## src/design/fwctr_pkg.sv

```systemverilog
package fwctr_pkg;

  localparam int ADDR_W     = 32;
  localparam int TAG_W      = 32;
  localparam int OFF_W      = 5;
  localparam int SIB_W      = 4;
  localparam int POL_W      = 2;
  localparam int CFG_IDX_W  = 2;
  localparam int CFG_DATA_W = 5;

  // Widest set index the registers can ask for (set_index_bits is at most 15).
  localparam int RAW_W      = 15;
  // The reduction modulo the set count takes a quotient step and a remainder step.
  localparam int MOD_STEPS  = 2;
  localparam int STEP_W     = 1;

  localparam logic [CFG_IDX_W-1:0] REG_OFFSET_BITS = 2'd0;
  localparam logic [CFG_IDX_W-1:0] REG_INDEX_BITS  = 2'd1;
  localparam logic [CFG_IDX_W-1:0] REG_POLICY      = 2'd2;

  localparam logic [POL_W-1:0] POL_FIFO = 2'd0;
  localparam logic [POL_W-1:0] POL_LRU  = 2'd1;
  localparam logic [POL_W-1:0] POL_LIFO = 2'd2;

  localparam logic [OFF_W-1:0] OFFSET_RESET = 5'd4;
  localparam logic [SIB_W-1:0] INDEX_RESET  = 4'd6;

  typedef struct packed {
    logic accept;    // latch the address of a new request
    logic mod_step;  // one step of the set index reduction
    logic read;      // read the tag row and order row of the set
    logic update;    // write back the set and load the result register
    logic clr_wr;    // clear one order row during the pass after reset
  } cmd_t;

  typedef struct packed {
    logic clr_done;  // the clearing counter is at the last set
  } status_t;

endpackage

```

## src/design/fwctr_ctrl.sv

```systemverilog
module fwctr_ctrl #(
  parameter int NUM_SETS = 1024
) (
  input  logic              clk_i,
  input  logic              rst_ni,
  input  logic              in_valid_i,
  output logic              in_ready_o,
  output logic              out_valid_o,
  input  logic              out_ready_i,
  input  fwctr_pkg::status_t status_i,
  output fwctr_pkg::cmd_t    cmd_o
);

  localparam bit SetsPow2 = ((NUM_SETS & (NUM_SETS - 1)) == 0);

  typedef enum logic [2:0] {
    S_CLEAR,
    S_IDLE,
    S_MOD,
    S_READ,
    S_UPDATE
  } state_e;

  state_e                        state_q;
  logic [fwctr_pkg::STEP_W-1:0]  step_q;
  logic                          out_vld_q;
  logic                          accept;
  logic                          fire;

  assign in_ready_o  = (state_q == S_IDLE);
  assign accept      = in_ready_o && in_valid_i;
  // The result register may be reloaded when it is empty or drains this cycle.
  assign fire        = (state_q == S_UPDATE) && (!out_vld_q || out_ready_i);
  assign out_valid_o = out_vld_q;

  always_comb begin
    cmd_o          = '0;
    cmd_o.accept   = accept;
    cmd_o.mod_step = (state_q == S_MOD);
    cmd_o.read     = (state_q == S_READ);
    cmd_o.update   = fire;
    cmd_o.clr_wr   = (state_q == S_CLEAR);
  end

  always_ff @(posedge clk_i or negedge rst_ni) begin
    if (!rst_ni) begin
      state_q   <= S_CLEAR;
      step_q    <= '0;
      out_vld_q <= 1'b0;
    end else begin
      if (fire) begin
        out_vld_q <= 1'b1;
      end else if (out_ready_i) begin
        out_vld_q <= 1'b0;
      end
      case (state_q)
        S_CLEAR: begin
          if (status_i.clr_done) begin
            state_q <= S_IDLE;
          end
        end
        S_IDLE: begin
          if (accept) begin
            step_q  <= '0;
            state_q <= SetsPow2 ? S_READ : S_MOD;
          end
        end
        S_MOD: begin
          step_q <= step_q + 1'b1;
          if (step_q == fwctr_pkg::STEP_W'(fwctr_pkg::MOD_STEPS - 1)) begin
            state_q <= S_READ;
          end
        end
        S_READ: begin
          state_q <= S_UPDATE;
        end
        S_UPDATE: begin
          if (fire) begin
            state_q <= S_IDLE;
          end
        end
        default: begin
          state_q <= S_CLEAR;
        end
      endcase
    end
  end

endmodule

```

## config.mk

```make
export PLATFORM = sky130hd
export DESIGN_NAME = fwctr_ctrl
export DESIGN_NICKNAME = d
export VERILOG_FILES = /design/src/design/fwctr_pkg.sv /design/src/design/fwctr_ctrl.sv
export SDC_FILE = /design/constraint.sdc
export NUM_CORES = 1
export LEC_CHECK = 0
export BUFFER_PORTS_ARGS = -buffer_cell sky130_fd_sc_hd__buf_2
export CORE_AREA = 3 3 40 42
export DETAILED_ROUTE_END_ITERATION = 10
export DIE_AREA = 0 0 43 45
export GPL_TIMING_DRIVEN = 0
export PLACE_DENSITY = 0.52
export REMOVE_ABC_BUFFERS = 1
export SLEW_MARGIN = 10
export SYNTH_ARGS = -nofsm -noshare
export SYNTH_HDL_FRONTEND = slang
export SYNTH_SLANG_ARGS = --single-unit
```

## constraint.sdc

```tcl
create_clock -name clk_i -period 1.38 [get_ports clk_i]
set_clock_uncertainty 0.05 [all_clocks]
set_input_delay 0.207 -clock clk_i [delete_from_list [all_inputs] [get_ports clk_i]]
set_output_delay 0.207 -clock clk_i [all_outputs]
set_load 0.005 [all_outputs]
```

==> metrics.csv <==
metric;value;unit
outcome;finished, violations left;
failing checks;setup timing;
startpoint types;flip-flop;
I/O pins;12;
layout cells sized above 1;0.667;
Via density;4.10;
hold depth;3;
first-pass GRT wire length;972;um
Worst Path Required;1.12;ns
yosys synthesis warning count;0;
final hold vios;0;
Core Rows;13;
Yosys top cell by area;dfrtp_1;
Iter 0 DRT Violations;0;
Power Dens Cells;2100;nW/um^2
Nets;51;
number of distinct library cells after synthesis;15;
Min-Delay Endpoint;out_valid_o;
cell count after synthesis;26;
Max clock buf depth;2;
post-layout util;0.331;
Max H-tree Level;1;
Final Critical Period;1.41;ns
Root Buffer Master;clkbuf_4;
number of max-cap violations;0;
Fin Setup TNS;-0.0649;ns
mean post-synth cell area;10.6;sq um
via count;246;
initial antenna violation count;0;
largest net degree at the start of global routing;8;
Layout area overhead;54.5;%
Max transition margin;0.857;
crit share post-route;1.02;
antenna diode count;0;
vias in the first global route;232;
final wirelength;600;um
worst min path class;primary input to flip-flop;
worst hold path startpoint;out_ready_i;
core footprint;1280;sq um
final worst slack;-0.0335;ns
Port Buffer Count;11;
Final Max Slew Viols;0;
CTS buffer count;3;
Final ANT Viol Nets;0;
Least-Margin Pin Slew;0.213;ns
die area;1940;sq um
r2r startpoint;state_q[0];
# fillers;144;
Leak;0.218;nW
CTS Sinks;5;
Max FO, Critical Path;4;
die height;45;um
area share of the largest cell type after synthesis;0.455;
CP Data Arrival Time;1.16;ns
setup violators final;3;
Hold WS;0.192;ns
DP Wirelength;419;um
global route overflow;0;
Synth area leaders;dfrtp_1 45%, nor3b_2 9.1%, nor3_1 5.5%, buf_4 5.5%, nand2b_4 5.0%;
die width;43;um
Synth Cell Area;275;sq um
Synth Register Bits;5;
DR pass1 iterations;1;
Setup CP Type;flip-flop to output pin;
initial core utilization;0.214;
Skew-Pair Late Insertion Delay;0.24;ns
wire per inst;10.0;um
RSZ-0062 raised after global routing;true;
max frequency;707;MHz
Post-route DRC;0;
GR Util All Layers;0.0778;
clock transition at the registers of the reported paths;0.04;ns
VDD IR-drop max;659;uV
RR Endpoint;state_q[1];
CTS tree;done;
GP Congestion;0.683;
cell count of the worst reg-to-reg path;5;
sequential cell area fraction in the yosys report;0.455;
Setup crit end kind;output pin;
reg2reg setup slack;0;ns
-- metal layers --
layer | vias to the layer above | routed length, um | GRT usage
met3 | 2 | 85 | 0.0558
met4 | 0 | 16 | 0.0904
met5 | - | 0 | 0
met2 | 15 | 241 | 0.0928
li1 | 123 | - | -
met1 | 106 | 257 | 0.0807
-- synthesized netlist by cell type --
| cell type | n |
|---|---|
| dfrtp_1 | 5 |
| and3b_2 | 1 |
| and2_1 | 1 |
| nand2b_4 | 1 |
| nor3_1 | 3 |
| or3_1 | 1 |
| or2_1 | 1 |
| nor2_1 | 2 |
| nor3b_2 | 2 |
| o21bai_1 | 1 |
| nand2_1 | 3 |
| nor2_2 | 1 |
| xnor2_1 | 1 |
| and3_4 | 1 |
| buf_4 | 2 |
-- power breakdown --
part	internal [mW]	total (mW)	leakage [nW]	switching (mW)
combinational	0.264	0.419	0.143	0.155
clock	0.109	0.170	0.0150	0.0609
sequential	0.217	0.306	0.0605	0.0889
-- critical path: stages (launching register included) --
cell and delay [ns]:
dfrtp_2 0.43, buf_4 0.15, and3b_2 0.22, buf_2 0.11
-- logic make-up after synthesis --
| kind of cell | count (synthesis) | share of synthesized area |
|---|---|---|
| buffers and inverters | 2 | 0.0545 |
| and+or+nand+nor | 17 | 0.432 |
| DFF | 5 | 0.455 |
| AOI/OAI and AO/OA | 1 | 0.0273 |
| xor gates and xnor gates | 1 | 0.0318 |
-- timing repair --
| item | 4_1_cts | 5_1_grt |
|---|---|---|
| pin swaps | 3 | 2 |
| resized for setup | 6 | 0 |
| hold buffers | 1 | 0 |
| setup buffers | 4 | 1 |
| setup endpoints to repair | 3 | 5 |
| endpoints found under the hold margin | 5 | 0 |
-- cells in the final DEF, fill, tap and decap left out --
| cell | n |
|---|---|
| nor3_2 | 1 |
| dfrtp_2 | 3 |
| nand2_1 | 3 |
| o21bai_1 | 1 |
| nand2b_4 | 1 |
| or3_1 | 1 |
| nor2_1 | 2 |
| nor2_2 | 1 |
| buf_6 | 1 |
| clkbuf_1 | 1 |
| dlygate4sd3_1 | 1 |
| dfrtp_1 | 2 |
| and3_4 | 1 |
| buf_2 | 10 |
| nor3b_2 | 2 |
| or2_1 | 1 |
| nor3_1 | 2 |
| xnor2_1 | 1 |
| and2_4 | 1 |
| clkbuf_4 | 3 |
| and3b_2 | 1 |
| buf_4 | 5 |
-- sequential cells by signal, summed over array words and instances (netlist names) --
register and count:
state_q 3, out_valid_o 1, step_q 1
-- final cells by class --
cell class	count	area (sq um)	share of cell area
Clock buffer	4	26.3	0.0618
Multi-Input combinational cell	19	143	0.335
Sequential cell	5	129	0.303
Tap cell	15	18.8	0.0441
Timing Repair Buffer	17	109	0.256
-- how the worst max path moves through the flow --
stage / startpoint / endpoint / depth (start not counted)
after floorplan: state_q[0] / state_q[0] / 3
after global placement: state_q[2] / cmd_o[4] / 3
after detailed placement: state_q[2] / cmd_o[4] / 3
after CTS: state_q[1] / cmd_o[4] / 3
after global routing: state_q[2] / cmd_o[4] / 3
final: state_q[2] / cmd_o[2] / 3
-- per-stage QoR --
step / cells / total power, mW / setup WS (ns) / instance area [sq um]
3_5_place_dp: 50 / 0.608 / 0.144 / 334
3_3_place_gp: 50 / 0.605 / 0.159 / 334
2_1_floorplan: 24 / 0.485 / 0.211 / 260
6_report: 60 / 0.895 / -0.0335 / 425
4_1_cts: 59 / 0.896 / -0.0497 / 418
5_1_grt: 60 / 0.978 / -0.0843 / 425
Power figures use the tool's default switching activity.
